===== src/hw/rtl/mksd_pkg.sv =====
// ----------------------------------------------------------------------------
// mksd_pkg: shared definitions for the keypad scan and debounce block
// Field widths, reset constants and the fixed key priority encoder.
// ----------------------------------------------------------------------------
package mksd_pkg;

    localparam int NUM_COLUMNS_DEF = 4;
    localparam int NUM_ROWS_DEF    = 2;

    localparam int ROW_W     = 2;   // row_sense width
    localparam int COL_W     = 4;   // column_drive width
    localparam int COL_IDX_W = 2;   // column index width
    localparam int PAT_W     = 8;   // scan pattern width
    localparam int KEY_W     = 5;   // key_code width
    localparam int CNT_W     = 8;   // debounce counter width

    localparam int S_DATA_W = 8;    // row_sense padded to a byte
    localparam int M_DATA_W = 24;   // 17 payload bits padded to whole bytes

    localparam logic [CNT_W-1:0] DEBOUNCE_RESET = 8'd10;
    localparam logic [KEY_W-1:0] NO_KEY         = 5'd30;
    localparam logic [COL_W-1:0] COLUMN_MASK    = 4'hF;

    typedef logic [KEY_W-1:0] key_code_t;

    // Key number for each pattern bit; bit 0 has the highest priority.
    localparam key_code_t KEY_MAP [PAT_W] = '{
        5'd10, 5'd11, 5'd3, 5'd6, 5'd2, 5'd5, 5'd1, 5'd4
    };

    function automatic key_code_t encode_key(input logic [PAT_W-1:0] pat);
        key_code_t code;
        code = NO_KEY;
        for (int b = PAT_W - 1; b >= 0; b--) begin
            if (pat[b]) begin
                code = KEY_MAP[b];
            end
        end
        return code;
    endfunction

endpackage


===== src/hw/rtl/matrix_keypad_scan_debounce.sv =====
// ----------------------------------------------------------------------------
// matrix_keypad_scan_debounce: column scanner with debounce and key encoder
// Takes one row sample per scan tick, assembles the key bitmap over a full
// column sweep, debounces it against the previous sweep and encodes the key.
// ----------------------------------------------------------------------------
//
//  Channel   Direction  Payload (low bit first)                    Handshake
//  --------  ---------  -----------------------------------------  ------------
//  s_axis    in         row_sense[1:0], zero pad to 8 bits         tvalid/tready
//  m_axis    out        column_drive[3:0], stable_pattern[11:4],   tvalid/tready
//                       key_code[16:12], zero pad to 24 bits
//  cfg       in         debounce_count[7:0]                        valid/ready
//
//  One item per clock sustained while m_axis is ready: each item passes an input
//  register, then a single compute stage that updates the scan state and loads
//  the result register, which drives m_axis_tvalid and m_axis_tdata.
//  Reset (aresetn low, synchronous) clears all scan state, empties both
//  stages and sets debounce_count to 10; the first sample is taken as column 0.
//  A stalled m_axis holds the result and, with the input register full,
//  drops s_axis_tready; no item is lost. cfg is always ready.
//
module matrix_keypad_scan_debounce #(
    parameter int NUM_COLUMNS = mksd_pkg::NUM_COLUMNS_DEF,  // 1..4
    parameter int NUM_ROWS    = mksd_pkg::NUM_ROWS_DEF      // 1..2
) (
    input  logic                          aclk,
    input  logic                          aresetn,
    // fields: row_sense[1:0]
    input  logic                          s_axis_tvalid,
    output logic                          s_axis_tready,
    input  logic [mksd_pkg::S_DATA_W-1:0] s_axis_tdata,
    // fields: column_drive[3:0], stable_pattern[11:4], key_code[16:12]
    output logic                          m_axis_tvalid,
    input  logic                          m_axis_tready,
    output logic [mksd_pkg::M_DATA_W-1:0] m_axis_tdata,
    // debounce_count write
    input  logic                          cfg_valid,
    output logic                          cfg_ready,
    input  logic [mksd_pkg::CNT_W-1:0]    cfg_data
);
    import mksd_pkg::*;

    localparam logic [COL_IDX_W-1:0] COL_LAST = COL_IDX_W'(NUM_COLUMNS - 1);
    localparam int PAD_W = M_DATA_W - COL_W - PAT_W - KEY_W;

    // Configuration
    logic [CNT_W-1:0] debounce_count_reg;

    // Input register
    logic             in_valid_reg;
    logic [ROW_W-1:0] row_reg;

    // Scan state
    logic [COL_IDX_W-1:0] column_index_reg, column_index_next;
    logic [PAT_W-1:0]     scan_pattern_reg, scan_pattern_next;
    logic [PAT_W-1:0]     previous_pattern_reg, previous_pattern_next;
    logic [CNT_W-1:0]     countdown_reg, countdown_next;
    logic [PAT_W-1:0]     debounced_pattern_reg, debounced_pattern_next;

    // Result register
    logic                out_valid_reg;
    logic [COL_W-1:0]    column_drive_reg, column_drive_next;
    logic [PAT_W-1:0]    stable_reg;
    key_code_t           key_code_reg;

    logic advance;
    logic last_col;

    // Move the input register forward whenever the result slot is free
    assign advance       = in_valid_reg && (!out_valid_reg || m_axis_tready);
    assign s_axis_tready = !in_valid_reg || advance;
    assign cfg_ready     = 1'b1;

    assign last_col = (column_index_reg == COL_LAST);

    // Next scan state for the item in the input register
    always_comb begin
        // Update only the bits of the column being sampled; pressed is low
        scan_pattern_next = scan_pattern_reg;
        for (int b = 0; b < PAT_W; b++) begin
            if (COL_IDX_W'(b >> 1) == column_index_reg && (b % 2) < NUM_ROWS) begin
                scan_pattern_next[b] = ~row_reg[b % 2];
            end
        end

        column_index_next      = last_col ? '0 : column_index_reg + 1'b1;
        previous_pattern_next  = previous_pattern_reg;
        countdown_next         = countdown_reg;
        debounced_pattern_next = debounced_pattern_reg;

        // Compare once per full sweep
        if (last_col) begin
            if (scan_pattern_next == previous_pattern_reg) begin
                if (countdown_reg != '0) begin
                    countdown_next = countdown_reg - 1'b1;
                end
            end else begin
                countdown_next        = debounce_count_reg;
                previous_pattern_next = scan_pattern_next;
            end
            if (countdown_next == '0) begin
                debounced_pattern_next = previous_pattern_next;
            end
        end

        column_drive_next = COLUMN_MASK & ~(COL_W'(1) << column_index_next);
    end

    always_ff @(posedge aclk) begin
        if (!aresetn) begin
            debounce_count_reg    <= DEBOUNCE_RESET;
            in_valid_reg          <= 1'b0;
            out_valid_reg         <= 1'b0;
            column_index_reg      <= '0;
            scan_pattern_reg      <= '0;
            previous_pattern_reg  <= '0;
            countdown_reg         <= '0;
            debounced_pattern_reg <= '0;
        end else begin
            if (cfg_valid && cfg_ready) begin
                debounce_count_reg <= cfg_data;
            end
            if (s_axis_tvalid && s_axis_tready) begin
                in_valid_reg <= 1'b1;
            end else if (advance) begin
                in_valid_reg <= 1'b0;
            end
            if (advance) begin
                out_valid_reg         <= 1'b1;
                column_index_reg      <= column_index_next;
                scan_pattern_reg      <= scan_pattern_next;
                previous_pattern_reg  <= previous_pattern_next;
                countdown_reg         <= countdown_next;
                debounced_pattern_reg <= debounced_pattern_next;
            end else if (m_axis_tready) begin
                out_valid_reg <= 1'b0;
            end
        end
    end

    // Payload registers: no reset needed
    always_ff @(posedge aclk) begin
        if (s_axis_tvalid && s_axis_tready) begin
            row_reg <= s_axis_tdata[ROW_W-1:0];
        end
        if (advance) begin
            column_drive_reg <= column_drive_next;
            stable_reg       <= debounced_pattern_next;
            key_code_reg     <= encode_key(debounced_pattern_next);
        end
    end

    assign m_axis_tvalid = out_valid_reg;
    assign m_axis_tdata  = {{PAD_W{1'b0}}, key_code_reg, stable_reg, column_drive_reg};

    // ------------------------------------------------------------------------
    // Assertions
    // ------------------------------------------------------------------------
    a_col_range: assert property (@(posedge aclk) disable iff (!aresetn)
        column_index_reg <= COL_LAST)
        else $error("column index beyond last column");

    a_stable_mid_sweep: assert property (@(posedge aclk) disable iff (!aresetn)
        advance && !last_col |=> $stable(debounced_pattern_reg))
        else $error("debounced pattern changed mid sweep");

    a_count_down: assert property (@(posedge aclk) disable iff (!aresetn)
        advance && last_col && scan_pattern_next == previous_pattern_reg
            && countdown_reg != '0
        |=> countdown_reg == $past(countdown_reg) - 1'b1)
        else $error("countdown did not step down on equal sweep");

    a_key_matches: assert property (@(posedge aclk) disable iff (!aresetn)
        m_axis_tvalid |-> key_code_reg == encode_key(stable_reg))
        else $error("key code does not match stable pattern");

    a_drive_matches: assert property (@(posedge aclk) disable iff (!aresetn)
        $past(advance) |-> column_drive_reg
            == (COLUMN_MASK & ~(COL_W'(1) << column_index_reg)))
        else $error("column drive does not select the next column");

endmodule

===== config.mk =====
export PLATFORM = sky130hd
export DESIGN_NAME = matrix_keypad_scan_debounce
export DESIGN_NICKNAME = d
export VERILOG_FILES = /design/src/hw/rtl/mksd_pkg.sv /design/src/hw/rtl/matrix_keypad_scan_debounce.sv
export SDC_FILE = /design/constraint.sdc
export NUM_CORES = 1
export LEC_CHECK = 0
export BUFFER_PORTS_ARGS = -buffer_cell sky130_fd_sc_hd__buf_4
export CAP_MARGIN = 25
export CORE_MARGIN = 2
export CORE_UTILIZATION = 30
export CTS_CLUSTER_SIZE = 28
export DETAILED_ROUTE_END_ITERATION = 10
export PLACE_DENSITY = 0.48
export SKIP_CTS_REPAIR_TIMING = 1
export SYNTH_ARGS = -nofsm -noshare
export SYNTH_HDL_FRONTEND = slang
export SYNTH_SLANG_ARGS = --single-unit

===== constraint.sdc =====
create_clock -name aclk -period 3.45 [get_ports aclk]
set_input_delay 0.5175 -clock aclk [delete_from_list [all_inputs] [get_ports aclk]]
set_output_delay 0.5175 -clock aclk [all_outputs]
set_load 0.005 [all_outputs]

## After elaboration in Yosys (flattened, before gate mapping)

Index checks and enable logic that the tools add are counted.

| word-level totals | value |
|---|---|
| register bits after elaboration | 63 |
| input bits | 21 |
| output and inout port bits | 27 |
| logic and storage cells | 69 |

| operators by class | value |
|---|---|
| add/sub/neg operators | 2 |
| eq/ne operators | 5 |
| shifts and indexed selects | 1 |
| muxes and demuxes | 26 |
| bitwise operators | 3 |
| reductions and logical operators | 16 |

Operators by type and width:

| cell | number |
|---|---|
| $mux W8 | 6 |
| $mux W4 | 5 |
| $mux W1 | 13 |
| $eq A8 B8 Y1 | 1 |
| $logic_not A8 Y1 | 1 |
| $reduce_bool A8 Y1 | 1 |
| $sub A8 B1 Y8 const B | 1 |
| $reduce_or A7 Y1 | 1 |
| $mux W5 | 1 |
| $reduce_or A5 Y1 | 1 |
| $eq A2 B2 Y1 const A | 2 |
| $not A4 Y4 | 1 |
| $reduce_bool A2 Y1 | 2 |
| $shl A1 B2 Y4 const A | 1 |
| $reduce_or A3 Y1 | 1 |
| $add A2 B1 Y2 const B | 1 |
| $eq A1 B2 Y1 const A | 1 |
| $eq A2 B2 Y1 const B | 1 |
| $logic_and A1 B1 Y1 | 2 |
| $logic_not A1 Y1 | 2 |
| $logic_not A2 Y1 | 1 |
| $logic_or A1 B1 Y1 | 2 |
| $mux W2 | 1 |
| $not A1 Y1 | 2 |
| 2 further kinds | 2 |

## Logic depth before layout (Yosys ltp)

| depth | value |
|---|---|
| word-level depth | 15 |
| gate-level depth with buffers | 10 |
| mapped depth without buffers | 9 |

## Least setup slack after synthesis

No wires, ideal clock.

| timing | value |
|---|---|
| path type | reg-to-reg |
| start | register column_index_reg[0] |
| end | register stable_reg[0] (data pin) |
| setup time | 260 ps |
| data arrival time | 2391 ps |
| required time | 3190 ps |
| path slack | 799 ps |
| stages on the path, launching flop included | 11 |
| buffers on the path | 1 |
| clock period less this slack | 2651 ps |
| cell sequence | dfxtp_1 > inv_1 > ha_1 > and2_1 > o21ai_0 > nand4b_1 > nor4_4 > nand2_1 > o22ai_2 > buf_6 > mux2_4 |

| on the way | value |
|---|---|
| cells in the longest elaborated chain, start to end | 8 |
| elaborated cells between the ends (all ways) | 20 |
| classes of those cells | eq/ne (5); mux (13); reduce/logical (2) |

RTL lines:

| what | RTL line | source |
|---|---|---|
| from (decl) | matrix_keypad_scan_debounce.sv:54 | `logic [COL_IDX_W-1:0] column_index_reg, column_index_next;` |
| from (signal assigned) | matrix_keypad_scan_debounce.sv:130 | `column_index_reg <= column_index_next;` |
| $eq A1 B2 Y1, or another cell as far along | matrix_keypad_scan_debounce.sv:81 | `if (COL_IDX_W'(b >> 1) == column_index_reg && (b % 2) < NUM_ROWS) begin` |
| $mux W1 | matrix_keypad_scan_debounce.sv:81 |  |
| $eq A8 B8 Y1 | matrix_keypad_scan_debounce.sv:93 | `if (scan_pattern_next == previous_pattern_reg) begin` |
| $mux W8 | matrix_keypad_scan_debounce.sv:93 |  |
| $mux W8 | matrix_keypad_scan_debounce.sv:92 | `if (last_col) begin` |
| $logic_not A8 Y1 | matrix_keypad_scan_debounce.sv:101 | `if (countdown_next == '0) begin` |
| $mux W8 | matrix_keypad_scan_debounce.sv:101 |  |
| $mux W8 * | matrix_keypad_scan_debounce.sv:92 |  |
| via debounced_pattern_next[0] | matrix_keypad_scan_debounce.sv:58 | `logic [PAT_W-1:0] debounced_pattern_reg, debounced_pattern_next;` |
| to (signal assigned) | matrix_keypad_scan_debounce.sv:148 | `stable_reg <= debounced_pattern_next;` |
| to (decl) | matrix_keypad_scan_debounce.sv:63 | `logic [PAT_W-1:0] stable_reg;` |

The timed path passes the listed nets; every way through them passes the cells marked *. The select of a mux whose other input is x is not followed.
A chain may end at the register's enable or synchronous reset.

## Final worst setup path

| timing | value |
|---|---|
| start | register column_index_reg[0] |
| end | register key_code_reg[0] (data pin) |

| on the way | value |
|---|---|
| cells in the longest elaborated chain, start to end | 14 |
| elaborated cells between the ends (all ways) | 26 |
| classes of those cells | eq/ne (5); mux (19); reduce/logical (2) |

RTL lines:

| what | RTL line | source |
|---|---|---|
| $eq A1 B2 Y1, or another cell as far along | matrix_keypad_scan_debounce.sv:81 |  |
| $mux W1 | matrix_keypad_scan_debounce.sv:81 |  |
| $eq A8 B8 Y1 | matrix_keypad_scan_debounce.sv:93 |  |
| $mux W8 | matrix_keypad_scan_debounce.sv:93 |  |
| $mux W8 | matrix_keypad_scan_debounce.sv:92 |  |
| $logic_not A8 Y1 | matrix_keypad_scan_debounce.sv:101 |  |
| $mux W8 | matrix_keypad_scan_debounce.sv:101 |  |
| $mux W8 * | matrix_keypad_scan_debounce.sv:92 |  |
| $mux W4 (5 in series) | mksd_pkg.sv:35 | `if (pat[b]) begin` |
| $mux W1 | mksd_pkg.sv:35 |  |
| to (signal assigned) | matrix_keypad_scan_debounce.sv:149 | `key_code_reg <= encode_key(debounced_pattern_next);` |
| to (decl) | matrix_keypad_scan_debounce.sv:64 | `key_code_t key_code_reg;` |

Every way passes the cells marked *; elsewhere a longest branch is shown, timed or not. The select of a mux whose other input is x is not followed.

==> impl_metrics.toml <==
[status]
outcome = "completed"

[synthesis]
avgSynthCellArea_sq_um = 9.117
synth_cells = 380
synth.distinct_cells = 57
synth-seq-area-share_pct = 41.89
ys.flop_type = "dfxtp_1"
yosys.area.top_type = "dfxtp_1"
synth-edff-count = 19
synth_async_sr_flop_share_pct = 0
ys_top_cells_by_area = "dfxtp_1 25%, edfxtp_1 16%, mux2i_1 5.2%"
yosys_warnings = 0
synth_top_area_share_pct = 25.42
synth_area_sq_mm = 0.003465
synth_seq_cells = 63

[grt]
overflow = 0
grt_pass1_vias = 2701
antenna_found_initial = 0
grt_pass1_wl_um = 13570
grt_max_degree = 42
grt_util_all_layers_pct = 13.87

[critical_path]
criticalPathCategory = "flop to flop"
cp.required_ns = 3.53
critPathMaxFanout = 16
cpMostUsedCell = "buf_4"
worst_setup_path_end_kind = "flop"
cp_top_family = "simple AND/OR/NAND/NOR gates"
cpPeakStageDelay_ns = 0.41
crit_chain = "inv_1, ha_1, and2_1, o21ai_0, nand4b_1, nor4_4, buf_4, o22ai_2, buf_4, mux2_1"
crit_buf_inv = 3
critical_path.slowest_cell = "dfxtp_1"
cp-start-kind = "flop"
worst_ep_arrival_time_ns = 3.04

[floorplan]
initial_utilization_pct = 30.60
design.die.area_sq_mm = 0.01242
row_count = 39
ioPinCount = 48
core_sq_mm = 0.01132
fp.dieW_um = 111.5
die_h_um = 111.5

[place]
pre_cts_slack_ns = 0.4740
place.gp.congestion = 0.8223
place_inst = 549
port_buffers = 33
post-dp-hpwl_um = 5716

[cells_and_area]
final_cell_mix = "44 x nor2_1, 44 x dfxtp_1, 43 x buf_4"
layoutNonFillerInstCount = 565
nFillCells = 1175
nNetsFinal = 448
antenna_cells = 0
utilization_pct = 36.54
drive_gt1_share_pct = 17.54
syn_to_final_growth_pct = 19.39

[timing]
fin_ws_ns = 0.4941
worst_pin_slew_ns = 0.7750
fin_setup_tns_ns = 0
clock_skew_ns = 0.004895
final-setup-viol-count = 0
rsz0062_at_grt = "no"
layout_min_cycle_time_ns = 2.956
slew_viol_final = 0
min_period_over_period_pct = 85.68
clock.fmax_mhz = 338.3
slew_headroom_pct = 47.90
hold_viol = 0

[power]
p_total_mw = 1.851
peakVddDrop_v = 0.0002426
p_leak_nw = 1.574
power_density_mw_per_mm2 = 447.4

[cts]
cts_tree = "done"
htreeDepth = 3
clockRootBuffer = "clkbuf_16"
insertion_delay_ns = 0.34
clockBufferDepth = 2
path_clk_slew_ns = 0.05
clock_sinks = 63
cts_made_buffers = 9

[route]
routed_via_density = 5.032
remaining_drc_errors = 0
dr.first_iter.drc_count = 131
antenna_left = 0
vias = 2843
avgRoutedWirePerCell_um = 14.50
drt_wl_total_um = 8191
first_pass_iters = 4

[job]
cap_violations = 0

[worst_hold_path]
hp-class = "input port to flop"
[Yosys cell counts (6+ instances only)]
cell and n:
a21oi_1 20, and2_1 10, buf_4 8, clkbuf_1 8
dfxtp_1 44, edfxtp_1 19, ha_1 10, inv_1 12
mux2i_1 18, nand2_1 39, nand3_1 20, nor2_1 44
nor3_1 12, o2111ai_1 8, o21ai_0 20, o311ai_1 8
o31ai_1 6
[cell type report]
| class | instances | area (sq um) | area share [%] |
|---|---|---|---|
| multi-input combinational | 286 | 1853 | 44.80 |
| sequential | 63 | 1451 | 35.09 |
| timing repair buffer | 43 | 322.8 | 7.804 |
| clock buffer | 13 | 260.3 | 6.292 |
| tap | 143 | 178.9 | 4.325 |
| inverter | 14 | 52.55 | 1.270 |
| clock inverter | 3 | 17.52 | 0.4235 |
[kinds of logic after synthesis]
logic type / after synthesis / share of synthesized area [%]
other: 2 / 0.2168
and+or+nand+nor: 157 / 23.55
muxes: 26 / 8.342
adders and majority gates: 10 / 3.611
DFF: 63 / 41.89
buffers and inverters: 37 / 5.273
AOI/OAI and AO/OA: 81 / 15.89
xor gates and xnor gates: 4 / 1.228
[final timing paths]
path                                           endpoint  slack [ns]                     from  depth (start not counted)
worst max-delay path                    key_code_reg[0]        0.49      column_index_reg[0]                         10
worst min-delay path                         row_reg[1]        0.36          s_axis_tdata[1]                          1
worst max register to register          key_code_reg[0]        0.49      column_index_reg[0]                         10
worst min register to register  previous_pattern_reg[5]        0.45  previous_pattern_reg[5]                          2
[layer usage]
| metal | global-route usage (%) | wire, um | up-vias |
|---|---|---|---|
| met2 | 20.24 | 3491 | 84 |
| li1 | - | - | 1441 |
| met1 | 19.12 | 4068 | 1300 |
| met3 | 3.811 | 420 | 18 |
| met4 | 6.420 | 210 | 0 |
| met5 | 0 | 0 | - |
[through the flow]
step / instance area (sq um) / hold WS, ns
finish: 4136 / 0.3571
global route: 4136 / 0.3466
CTS: 4136 / 0.3522
detailed placement: 3859 / 0.4423
global placement: 3859 / 0.4439
floorplan: 3487 / 0.4250
[where the power goes]
part	total (mW)	switching (mW)	internal (mW)	leakage [nW]
sequential	0.794	0.0130	0.781	0.523
clock	0.856	0.333	0.523	0.136
combinational	0.201	0.125	0.0761	0.916
total	1.85	0.470	1.38	1.57
(Power assumes the default switching activity.)
